### config.mk
export PLATFORM = sky130hd
export DESIGN_NAME = dual_crc16_region_checker_unit_flat
export DESIGN_NICKNAME = d
export VERILOG_FILES = /design/src/hw/rtl/dcrc16_pkg.sv /design/src/hw/rtl/dcrc16_in_if.sv /design/src/hw/rtl/dcrc16_out_if.sv /design/src/hw/rtl/dcrc16_in_stage.sv /design/src/hw/rtl/dcrc16_core.sv /design/src/hw/rtl/dual_crc16_region_checker_unit.sv /design/src/flat_wrapper.sv
export SDC_FILE = /design/constraint.sdc
export NUM_CORES = 1
export LEC_CHECK = 0
export ABC_CLOCK_PERIOD_IN_PS = 2800
export BUFFER_PORTS_ARGS = -buffer_cell sky130_fd_sc_hd__buf_2
export CORE_MARGIN = 5
export CORE_UTILIZATION = 45
export DETAILED_ROUTE_END_ITERATION = 7
export PLACE_DENSITY = 0.69
export REMOVE_ABC_BUFFERS = 1
export SLEW_MARGIN = 20
export SYNTH_ARGS = -nofsm -noshare
export SYNTH_HDL_FRONTEND = slang
export SYNTH_HIERARCHICAL = 1
export SYNTH_SLANG_ARGS = --single-unit
### constraint.sdc
create_clock -name clk -period 2.8 [get_ports clk]
set_input_delay 0.7 -clock clk [delete_from_list [all_inputs] [get_ports clk]]
set_output_delay 0.7 -clock clk [all_outputs]
set_load 0.01 [all_outputs]
### src/hw/rtl/dcrc16_pkg.sv
// Package with shared types, constants and CRC helper functions for the dual CRC-16 checker.
package dcrc16_pkg;

  localparam int DataWidth = 8;
  localparam int CrcWidth  = 16;

  localparam logic [CrcWidth-1:0] CRC_POLY = 16'h8005;
  localparam logic [CrcWidth-1:0] CRC_INIT = 16'h0000;

  // One input byte as it travels from the input register to the CRC core.
  typedef struct packed {
    logic [DataWidth-1:0] data_byte;
    logic                 last_byte;
    logic [CrcWidth-1:0]  reference_crc;
  } in_item_t;

  // Handshake between the input register and the CRC core.
  typedef struct packed {
    logic     valid;
    in_item_t item;
  } stage_req_t;

  // Bit reversal of one byte.
  function automatic logic [DataWidth-1:0] mirror8(input logic [DataWidth-1:0] v);
    logic [DataWidth-1:0] r;
    for (int i = 0; i < DataWidth; i++) begin
      r[i] = v[DataWidth-1-i];
    end
    return r;
  endfunction

  // Bit reversal of a full CRC word.
  function automatic logic [CrcWidth-1:0] mirror16(input logic [CrcWidth-1:0] v);
    logic [CrcWidth-1:0] r;
    for (int i = 0; i < CrcWidth; i++) begin
      r[i] = v[CrcWidth-1-i];
    end
    return r;
  endfunction

  // Shifts one byte MSB-first into a CRC register; eight XOR steps unroll into combinational logic.
  function automatic logic [CrcWidth-1:0] crc_feed(input logic [CrcWidth-1:0]  crc,
                                                   input logic [DataWidth-1:0] data);
    logic [CrcWidth-1:0] c;
    logic                fb;
    c = crc;
    for (int k = DataWidth - 1; k >= 0; k--) begin
      fb = c[CrcWidth-1] ^ data[k];
      c  = {c[CrcWidth-2:0], 1'b0};
      if (fb) begin
        c = c ^ CRC_POLY;
      end
    end
    return c;
  endfunction

endpackage

### src/hw/rtl/dcrc16_in_if.sv
// Interface for the input byte channel of the dual CRC-16 checker.
interface dcrc16_in_if;
  logic        valid;
  logic        ready;
  logic [7:0]  data_byte;
  logic        last_byte;
  logic [15:0] reference_crc;

  modport source (output valid, output data_byte, output last_byte, output reference_crc,
                  input ready);
  modport sink (input valid, input data_byte, input last_byte, input reference_crc,
                output ready);
endinterface

### src/hw/rtl/dcrc16_out_if.sv
// Interface for the result channel of the dual CRC-16 checker.
interface dcrc16_out_if;
  logic        valid;
  logic        ready;
  logic [15:0] crc_plain;
  logic [15:0] crc_reflected;
  logic        ref_match;

  modport source (output valid, output crc_plain, output crc_reflected, output ref_match,
                  input ready);
  modport sink (input valid, input crc_plain, input crc_reflected, input ref_match,
                output ready);
endinterface

### src/hw/rtl/dcrc16_in_stage.sv
// Input register that captures one byte transaction and hands it to the CRC core.
module dcrc16_in_stage (
  input  logic                  clk,
  input  logic                  rst,
  dcrc16_in_if.sink             bytes,
  output dcrc16_pkg::stage_req_t req,
  input  logic                  req_ready
);
  import dcrc16_pkg::*;

  logic     valid;
  in_item_t item;

  // The register takes a new transaction when empty or when its content moves on.
  assign bytes.ready = !valid || req_ready;

  always_ff @(posedge clk) begin
    if (rst) begin
      valid <= 1'b0;
    end else if (bytes.ready) begin
      valid <= bytes.valid;
    end
  end

  // Payload needs no reset.
  always_ff @(posedge clk) begin
    if (bytes.valid && bytes.ready) begin
      item.data_byte     <= bytes.data_byte;
      item.last_byte     <= bytes.last_byte;
      item.reference_crc <= bytes.reference_crc;
    end
  end

  assign req.valid = valid;
  assign req.item  = item;

endmodule

### src/hw/rtl/dcrc16_core.sv
// CRC core: running plain and reflected CRC registers plus the result register.
module dcrc16_core (
  input  logic                  clk,
  input  logic                  rst,
  input  dcrc16_pkg::stage_req_t req,
  output logic                  req_ready,
  dcrc16_out_if.source          result
);
  import dcrc16_pkg::*;

  logic [CrcWidth-1:0] running_plain;
  logic [CrcWidth-1:0] running_reflected;
  logic [CrcWidth-1:0] running_plain_next;
  logic [CrcWidth-1:0] running_reflected_next;
  logic [CrcWidth-1:0] final_reflected;
  logic                match_next;
  logic                res_valid;
  logic [CrcWidth-1:0] res_plain;
  logic [CrcWidth-1:0] res_reflected;
  logic                res_match;
  logic                fire;

  // A byte that ends a region needs a free result slot; other bytes always proceed.
  assign req_ready = !req.item.last_byte || !res_valid || result.ready;
  assign fire      = req.valid && req_ready;

  // Byte-wide CRC updates and the final comparison.
  always_comb begin
    running_plain_next     = crc_feed(running_plain, req.item.data_byte);
    running_reflected_next = crc_feed(running_reflected, mirror8(req.item.data_byte));
    final_reflected        = mirror16(running_reflected_next);
    match_next             = (running_plain_next == req.item.reference_crc) ||
                             (final_reflected == req.item.reference_crc);
  end

  // Running CRCs restart from zero after the last byte of a region.
  always_ff @(posedge clk) begin
    if (rst) begin
      running_plain     <= CRC_INIT;
      running_reflected <= CRC_INIT;
    end else if (fire) begin
      if (req.item.last_byte) begin
        running_plain     <= CRC_INIT;
        running_reflected <= CRC_INIT;
      end else begin
        running_plain     <= running_plain_next;
        running_reflected <= running_reflected_next;
      end
    end
  end

  // Result valid flag.
  always_ff @(posedge clk) begin
    if (rst) begin
      res_valid <= 1'b0;
    end else if (fire && req.item.last_byte) begin
      res_valid <= 1'b1;
    end else if (result.ready) begin
      res_valid <= 1'b0;
    end
  end

  // Result payload.
  always_ff @(posedge clk) begin
    if (fire && req.item.last_byte) begin
      res_plain     <= running_plain_next;
      res_reflected <= final_reflected;
      res_match     <= match_next;
    end
  end

  assign result.valid         = res_valid;
  assign result.crc_plain     = res_plain;
  assign result.crc_reflected = res_reflected;
  assign result.ref_match     = res_match;

endmodule

### src/hw/rtl/dual_crc16_region_checker_unit.sv
// A result can be taken once the transaction that carries the last byte has passed the input
// register and then the result register.
// Throughput: one byte per cycle unless a byte that ends a region is held back; the byte-wide CRC update is XOR logic.
// A byte that ends a region waits only while the result register still holds an untaken result.
// Reset (synchronous, active high) empties the input and result registers and
// clears both running CRCs to zero.
module dual_crc16_region_checker_unit (
  input  logic          clk,
  input  logic          rst,
  dcrc16_in_if.sink     bytes,
  dcrc16_out_if.source  result
);
  import dcrc16_pkg::*;

  stage_req_t req;
  logic       req_ready;

  dcrc16_in_stage u_in_stage (
    .clk       (clk),
    .rst       (rst),
    .bytes     (bytes),
    .req       (req),
    .req_ready (req_ready)
  );

  dcrc16_core u_core (
    .clk       (clk),
    .rst       (rst),
    .req       (req),
    .req_ready (req_ready),
    .result    (result)
  );

endmodule
### src/flat_wrapper.sv
// flat-port wrapper written by rule: the top's interface ports become plain ports
module dual_crc16_region_checker_unit_flat import dcrc16_pkg::*;
  (clk, rst, bytes_valid, bytes_data_byte, bytes_last_byte, bytes_reference_crc, bytes_ready, result_valid, result_crc_plain, result_crc_reflected, result_ref_match, result_ready);
  dcrc16_in_if bytes_i ();
  dcrc16_out_if result_i ();
  input  logic clk;
  input  logic rst;
  input wire logic [$bits(bytes_i.valid)-1:0] bytes_valid;
  input wire logic [$bits(bytes_i.data_byte)-1:0] bytes_data_byte;
  input wire logic [$bits(bytes_i.last_byte)-1:0] bytes_last_byte;
  input wire logic [$bits(bytes_i.reference_crc)-1:0] bytes_reference_crc;
  output wire logic [$bits(bytes_i.ready)-1:0] bytes_ready;
  output wire logic [$bits(result_i.valid)-1:0] result_valid;
  output wire logic [$bits(result_i.crc_plain)-1:0] result_crc_plain;
  output wire logic [$bits(result_i.crc_reflected)-1:0] result_crc_reflected;
  output wire logic [$bits(result_i.ref_match)-1:0] result_ref_match;
  input wire logic [$bits(result_i.ready)-1:0] result_ready;
  assign bytes_i.valid = bytes_valid;
  assign bytes_i.data_byte = bytes_data_byte;
  assign bytes_i.last_byte = bytes_last_byte;
  assign bytes_i.reference_crc = bytes_reference_crc;
  assign bytes_ready = bytes_i.ready;
  assign result_valid = result_i.valid;
  assign result_crc_plain = result_i.crc_plain;
  assign result_crc_reflected = result_i.crc_reflected;
  assign result_ref_match = result_i.ref_match;
  assign result_i.ready = result_ready;
  dual_crc16_region_checker_unit u_core (.clk(clk), .rst(rst), .bytes(bytes_i), .result(result_i));
endmodule
==> results.py, run 1 <==
metrics = {
    "floorplan": {
        "ioPinCount": 64,
        "design.die.area_um2": 10600,
        "core_area_um2": 8590,
        "fp.dieH_um": 103,
        "rows": 34,
        "initial_core_util": 0.453,
        "dieWidth_um": 103,
    },
    "clock_tree": {
        "cts_root_buf": "clkbuf_8",
        "cts_tree": "yes",
        "postCtsSetupBuffers": 0,
        "cts_made_buffers": 9,
        "clk_pin_slew_worst_paths_ns": 0.08,
        "hold_buffers": 0,
        "clock_latency_ns": 0.36,
        "h-tree-depth": 3,
        "clock_sinks": 92,
        "cts.path.max_buffers": 2,
        "cts_resized": 0,
    },
    "sta": {
        "min_period_ns": 2.46,
        "fin_hold_ws_ns": 0.470,
        "hold_viol": 0,
        "fmax_ghz": 0.406,
        "skew_ns": 0.00673,
        "slew_viol_final": 0,
        "setup_viol": 0,
        "tns_ns": 0,
        "rsz0062_at_grt": "no",
        "period_share": 0.880,
        "slew_headroom": 0.421,
        "worst_pin_slew_ns": 0.866,
        "setup_slack_ns": 0.335,
    },
    "routing": {
        "wl_met3_um": 644,
        "drc": 0,
        "dr.pass1.iters": 5,
        "ant_nets": 0,
        "first_iter_violations": 128,
        "dr_wl_met2_mm": 3.97,
        "totalWireLength_mm": 8.26,
        "via_count": 2428,
        "drt-met1-wl_mm": 3.52,
        "top_layer_used": "met4",
        "wl_per_cell_um": 17.2,
        "routed_via_density": 5.06,
    },
    "logic_synthesis": {
        "synthSimpleGateAreaFrac": 0.0883,
        "syn_inst": 295,
        "syn_area_um2": 3900,
        "synth_cell_types": 35,
        "synthXorXnorAreaFrac": 0.206,
        "synth-warning-count": 6,
        "yosys-mux-area-fraction": 0.00514,
        "ys_seq_area_frac": 0.622,
        "synth.ff_latch_count": 92,
        "synthAdderAreaFrac": 0,
        "avgSynthCellArea_um2": 13.2,
        "synth_top_family_by_area": "XOR/XNOR gates",
        "synth_compound_area_frac": 0.0639,
    },
    "final_layout": {
        "layout_common_cells": "63 x buf_2, 58 x edfxtp_1, 51 x xnor2_1",
        "n_fill_cell": 768,
        "area_growth_pct": 16.7,
        "nNetsFinal": 396,
        "drive_gt1_frac": 0.258,
        "utilization": 0.529,
        "layout_commonest_cell": "buf_2",
        "diodes": 0,
    },
    "worst_hold_path": {
        "hp-class": "flop to flop",
    },
    "power": {
        "power.share.sequential": 0.548,
        "power.density_nw_per_um2": 635,
        "finalPower_mw": 2.89,
        "vdd_ir_drop_max_mv": 0.305,
        "swShare": 0.259,
        "power_frac_comb": 0.181,
        "power.switching_mw": 0.749,
        "p_leak_nw": 1.69,
        "p_int_mw": 2.14,
        "clkPwrFrac": 0.270,
    },
    "grt": {
        "grt_pass1_vias": 2346,
        "grt_pass1_wl_mm": 12.6,
        "grt_overflow_total": 0,
        "grt_antenna_before_repair": 0,
        "grtUsageTotal": 0.164,
        "grt_max_degree": 35,
    },
    "worst_setup_path": {
        "arrival_ns": 2.58,
        "rrSetupSlack_ns": 0.34,
        "critPathKind": "flop to flop",
        "cp-endpoint": "u_core/u_core/result.ref_match$_DFFE_PP_",
        "rr_worst_depth": 6,
        "worst_setup_path_end_kind": "flop",
        "cp-start-kind": "flop",
        "slowest_delay_ns": 0.52,
        "worstPathMaxFanout": 6,
        "path_cells": "xnor2_2, xnor2_1, xnor3_4, mux2i_1, a211o_1, a32o_1",
        "crit_start": "u_core/u_in_stage/req[22]$_DFFE_PP_",
        "r2r-start": "u_core/u_in_stage/req[22]$_DFFE_PP_",
        "cpMaxStageDelayCell": "xnor3_4",
        "r2r-end": "u_core/u_core/result.ref_match$_DFFE_PP_",
        "critical_path_required_ns": 2.92,
    },
    "placement": {
        "gp_congestion": 0.839,
        "place_ws_ns": 0.339,
        "dp_hpwl_mm": 6.06,
        "portBuffers": 63,
    },
    "status": {
        "status": "finished clean",
    },
    "run": {
        "maxCapViolCount": 0,
    },
}
-- power groups by stage --
| stage | clock (mW) | sequential, mW | combinational, mW |
|---|---|---|---|
| after floorplan | 0 | 1.62 | 0.358 |
| after global placement | 0 | 1.61 | 0.512 |
| after detailed placement | 0 | 1.61 | 0.527 |
| after CTS | 0.806 | 1.58 | 0.529 |
| after global routing | 0.870 | 1.59 | 0.565 |
| final | 0.780 | 1.58 | 0.524 |
-- how the worst min path moves through the flow --
stage                     depth (start not counted)                                        startpoint                                               end
final                                             2  u_core/u_core/running_reflected[14]$_SDFFE_PP0P_  u_core/u_core/running_reflected[14]$_SDFFE_PP0P_
after floorplan                                   2  u_core/u_core/running_reflected[14]$_SDFFE_PP0P_  u_core/u_core/running_reflected[14]$_SDFFE_PP0P_
after global routing                              1                           bytes_reference_crc[12]               u_core/u_in_stage/req[12]$_DFFE_PP_
after detailed placement                          2  u_core/u_core/running_reflected[14]$_SDFFE_PP0P_  u_core/u_core/running_reflected[14]$_SDFFE_PP0P_
after global placement                            2  u_core/u_core/running_reflected[14]$_SDFFE_PP0P_  u_core/u_core/running_reflected[14]$_SDFFE_PP0P_
after CTS                                         2  u_core/u_core/running_reflected[14]$_SDFFE_PP0P_  u_core/u_core/running_reflected[14]$_SDFFE_PP0P_
-- worst max-delay path, delay by kind of cell (launching register included) --
family                    cells  cell delay (ns)
xor gates and xnor gates      3             1.14
DFF                           1             0.47
AOI/OAI and AO/OA             2             0.46
muxes                         1             0.15
-- cell type report --
type / instances / area, um^2 / area share
Timing Repair Buffer: 73 / 390 / 0.0858
Clock buffer: 13 / 159 / 0.0349
Clock inverter: 3 / 11.3 / 0.00248
Inverter: 2 / 7.51 / 0.00165
Tap cell: 108 / 135 / 0.0297
Multi-Input combinational cell: 189 / 1420 / 0.313
Sequential cell: 92 / 2420 / 0.533
-- flip-flops by register name, summed over array words and instances, names as in the netlist --
| name | cells |
|---|---|
| u_core/u_core/result.crc_plain | 16 |
| u_core/u_core/result.crc_reflected | 16 |
| u_core/u_core/result.ref_match | 1 |
| u_core/u_core/result.valid | 1 |
| u_core/u_core/running_plain | 16 |
| u_core/u_core/running_reflected | 16 |
| u_core/u_in_stage/req | 25 |
| u_core/u_in_stage/valid | 1 |
-- cell families after synthesis --
kind of cell	Yosys count
flops	92
xor+xnor	80
simple gates	72
compound gates	35
buf+inv	14
mux	2
-- Yosys cell counts --
| master | instances | area [um^2] |
|---|---|---|
| inv_1 | 2 | 7.51 |
| nand2_1 | 15 | 56.3 |
| dfxtp_1 | 34 | 681 |
| buf_1 | 1 | 3.75 |
| nor2b_1 | 1 | 6.26 |
| xor2_1 | 21 | 184 |
| a211o_1 | 1 | 8.76 |
| a22oi_1 | 20 | 150 |
| xor2_4 | 1 | 27.5 |
| xnor3_1 | 2 | 45.0 |
| or2_2 | 1 | 6.26 |
| nor2_1 | 25 | 93.8 |
| nand2b_4 | 1 | 13.8 |
| xnor3_2 | 1 | 23.8 |
| nand3b_1 | 3 | 22.5 |
| nand3_1 | 13 | 65.1 |
| nor4_1 | 3 | 18.8 |
| edfxtp_1 | 58 | 1740 |
| o311ai_0 | 1 | 8.76 |
| nand4_1 | 4 | 25.0 |
| and2_4 | 1 | 8.76 |
| xnor3_4 | 1 | 26.3 |
| nor3b_1 | 1 | 7.51 |
| nor3_1 | 4 | 20.0 |
| buf_2 | 2 | 10.0 |
| xnor2_1 | 51 | 447 |
| xnor2_2 | 2 | 32.5 |
| mux2i_1 | 2 | 20.0 |
| clkbuf_1 | 8 | 30.0 |
| a32o_1 | 1 | 10.0 |
| a21oi_2 | 1 | 8.76 |
| xor2_2 | 1 | 16.3 |
| buf_4 | 1 | 7.51 |
| a21oi_1 | 10 | 50.1 |
| a22oi_2 | 1 | 12.5 |
-- stage by stage --
stage                     area [um^2]  std cells
final                            4550        480
after CTS                        4550        480
after global routing             4550        480
after detailed placement         4380        464
after global placement           4380        464
after floorplan                  3840        283
-- routing by layer --
layer | vias to the layer above | track usage
li1 | 1185 | -
met1 | 1137 | 0.226
met2 | 95 | 0.253
met3 | 11 | 0.0386
met4 | 0 | 0.0637
met5 | - | 0
(Power assumes the default switching activity.)
==> run 2: changes to the inputs <==
Settings changed: ABC_CLOCK_PERIOD_IN_PS 2800 to 2500, CORE_UTILIZATION 45 to 55, CTS_CLUSTER_SIZE from default to 8, PLACE_DENSITY 0.69 to 0.78.
Clock period 2.8 ns to 2.5 ns, I/O delays scaled along.
==> run 2 against run 1 <==
Register-to-register slack lost 0.21 ns. Wire length shrank 2.0%. Sequential power grew 12%. Clock-buffer cell count shrank 4. Clock power grew 35%. Via count grew 4.0%. Final area grew 1.4%.
==> results.py, run 2 (same netlist as run 1, synthesis figures left out) <==
metrics = {
    "routing": {
        "wl_per_cell_um": 17.1,
        "drc": 0,
        "top_layer_used": "met4",
        "dr.pass1.iters": 5,
        "first_iter_violations": 204,
        "routed_via_density": 5.34,
        "wl_met3_um": 760,
        "ant_nets": 0,
        "via_count": 2525,
        "drt-met1-wl_mm": 3.28,
        "dr_wl_met2_mm": 3.89,
        "totalWireLength_mm": 8.09,
    },
    "final_layout": {
        "largest_reg_flops": 25,
        "nNetsFinal": 401,
        "area_growth_pct": 18.4,
        "drive_gt1_frac": 0.284,
        "layout_commonest_cell": "buf_2",
        "stdcell_count": 473,
        "diodes": 0,
        "layout_common_cells": "63 x buf_2, 58 x edfxtp_1, 51 x xnor2_1",
    },
    "worst_setup_path": {
        "worst_setup_path_end_kind": "flop",
        "cp-start-kind": "flop",
        "critical_path_required_ns": 2.61,
        "rrSetupSlack_ns": 0.13,
        "worstPathMaxFanout": 6,
        "critPathKind": "flop to flop",
        "arrival_ns": 2.48,
    },
    "floorplan": {
        "initial_core_util": 0.570,
        "rows": 30,
        "design.die.area_um2": 8870,
        "fp.dieH_um": 94.2,
        "core_area_um2": 6830,
        "dieWidth_um": 94.2,
        "ioPinCount": 64,
    },
    "clock_tree": {
        "clock_sinks": 92,
        "hold_buffers": 0,
        "h-tree-depth": 3,
        "cts_tree": "yes",
        "cts_made_buffers": 9,
        "cts_resized": 0,
        "clk_pin_slew_worst_paths_ns": 0.08,
        "clock_latency_ns": 0.36,
        "postCtsSetupBuffers": 0,
        "cts_root_buf": "clkbuf_8",
        "cts.path.max_buffers": 2,
    },
    "power": {
        "vdd_ir_drop_max_mv": 0.419,
        "finalPower_mw": 3.46,
        "p_leak_nw": 1.73,
        "power.density_nw_per_um2": 749,
    },
    "sta": {
        "slew_viol_final": 0,
        "tns_ns": 0,
        "worst_pin_slew_ns": 0.717,
        "hold_viol": 0,
        "setup_viol": 0,
        "period_share": 0.949,
        "fin_hold_ws_ns": 0.436,
        "fmax_ghz": 0.422,
        "min_period_ns": 2.37,
        "rsz0062_at_grt": "no",
        "skew_ns": 0.00843,
        "setup_slack_ns": 0.128,
        "slew_headroom": 0.522,
    },
    "worst_hold_path": {
        "hp-class": "input port to flop",
    },
    "placement": {
        "gp_congestion": 0.882,
        "dp_hpwl_mm": 5.89,
        "place_ws_ns": 0.128,
        "post-place-cells": 457,
        "portBuffers": 63,
    },
    "grt": {
        "grt_overflow_total": 0,
        "grt_antenna_before_repair": 0,
        "grt_pass1_wl_mm": 12.8,
        "grt_pass1_vias": 2444,
        "grt_max_degree": 36,
        "grtUsageTotal": 0.198,
    },
    "status": {
        "status": "finished clean",
    },
    "run": {
        "maxCapViolCount": 0,
    },
}
==> run 2: power by group <==
part | internal, mW | leakage [nW] | switching (mW) | total [mW]
Sequential | 1.72 | 0.821 | 0.0555 | 1.77
Combinational | 0.297 | 0.803 | 0.330 | 0.627
Clock | 0.559 | 0.109 | 0.496 | 1.05
==> run 2: layer usage <==
layer	GRT usage	vias to the layer above
li1	-	1195
met1	0.258	1185
met2	0.317	133
met3	0.0473	12
met4	0.0794	0
met5	0	-
==> run 2: worst max-delay path: stages, from the launching register on <==
cell      delay, ns
edfxtp_1       0.46
xnor2_1        0.29
xnor2_1        0.22
xnor3_4        0.55
mux2i_1        0.15
a211o_1        0.23
a32o_1         0.22
==> run 2: final timing paths <==
path	start	cells after the start	to
setup / recovery	u_core/u_in_stage/req[23]$_DFFE_PP_	6	u_core/u_core/result.ref_match$_DFFE_PP_
hold / removal	bytes_reference_crc[11]	1	u_core/u_in_stage/req[11]$_DFFE_PP_
setup reg to reg	u_core/u_in_stage/req[23]$_DFFE_PP_	6	u_core/u_core/result.ref_match$_DFFE_PP_
hold reg to reg	u_core/u_core/running_reflected[14]$_SDFFE_PP0P_	2	u_core/u_core/running_reflected[14]$_SDFFE_PP0P_
==> run 2: layout make-up <==
type	instances	area [um^2]
Multi-Input combinational cell	189	1420
Timing Repair Buffer	78	428
Inverter	2	7.51
Fill cell	514	2220
Tap cell	96	120
Clock buffer	9	124
Clock inverter	7	91.3
Sequential cell	92	2420
==> run 2: metrics by stage <==
step                cell area (um^2)  utilization
detailed placement              4400        0.643
floorplan                       3840            -
global placement                4400        0.643
CTS                             4610        0.675
global route                    4610        0.675
finish                          4610        0.675
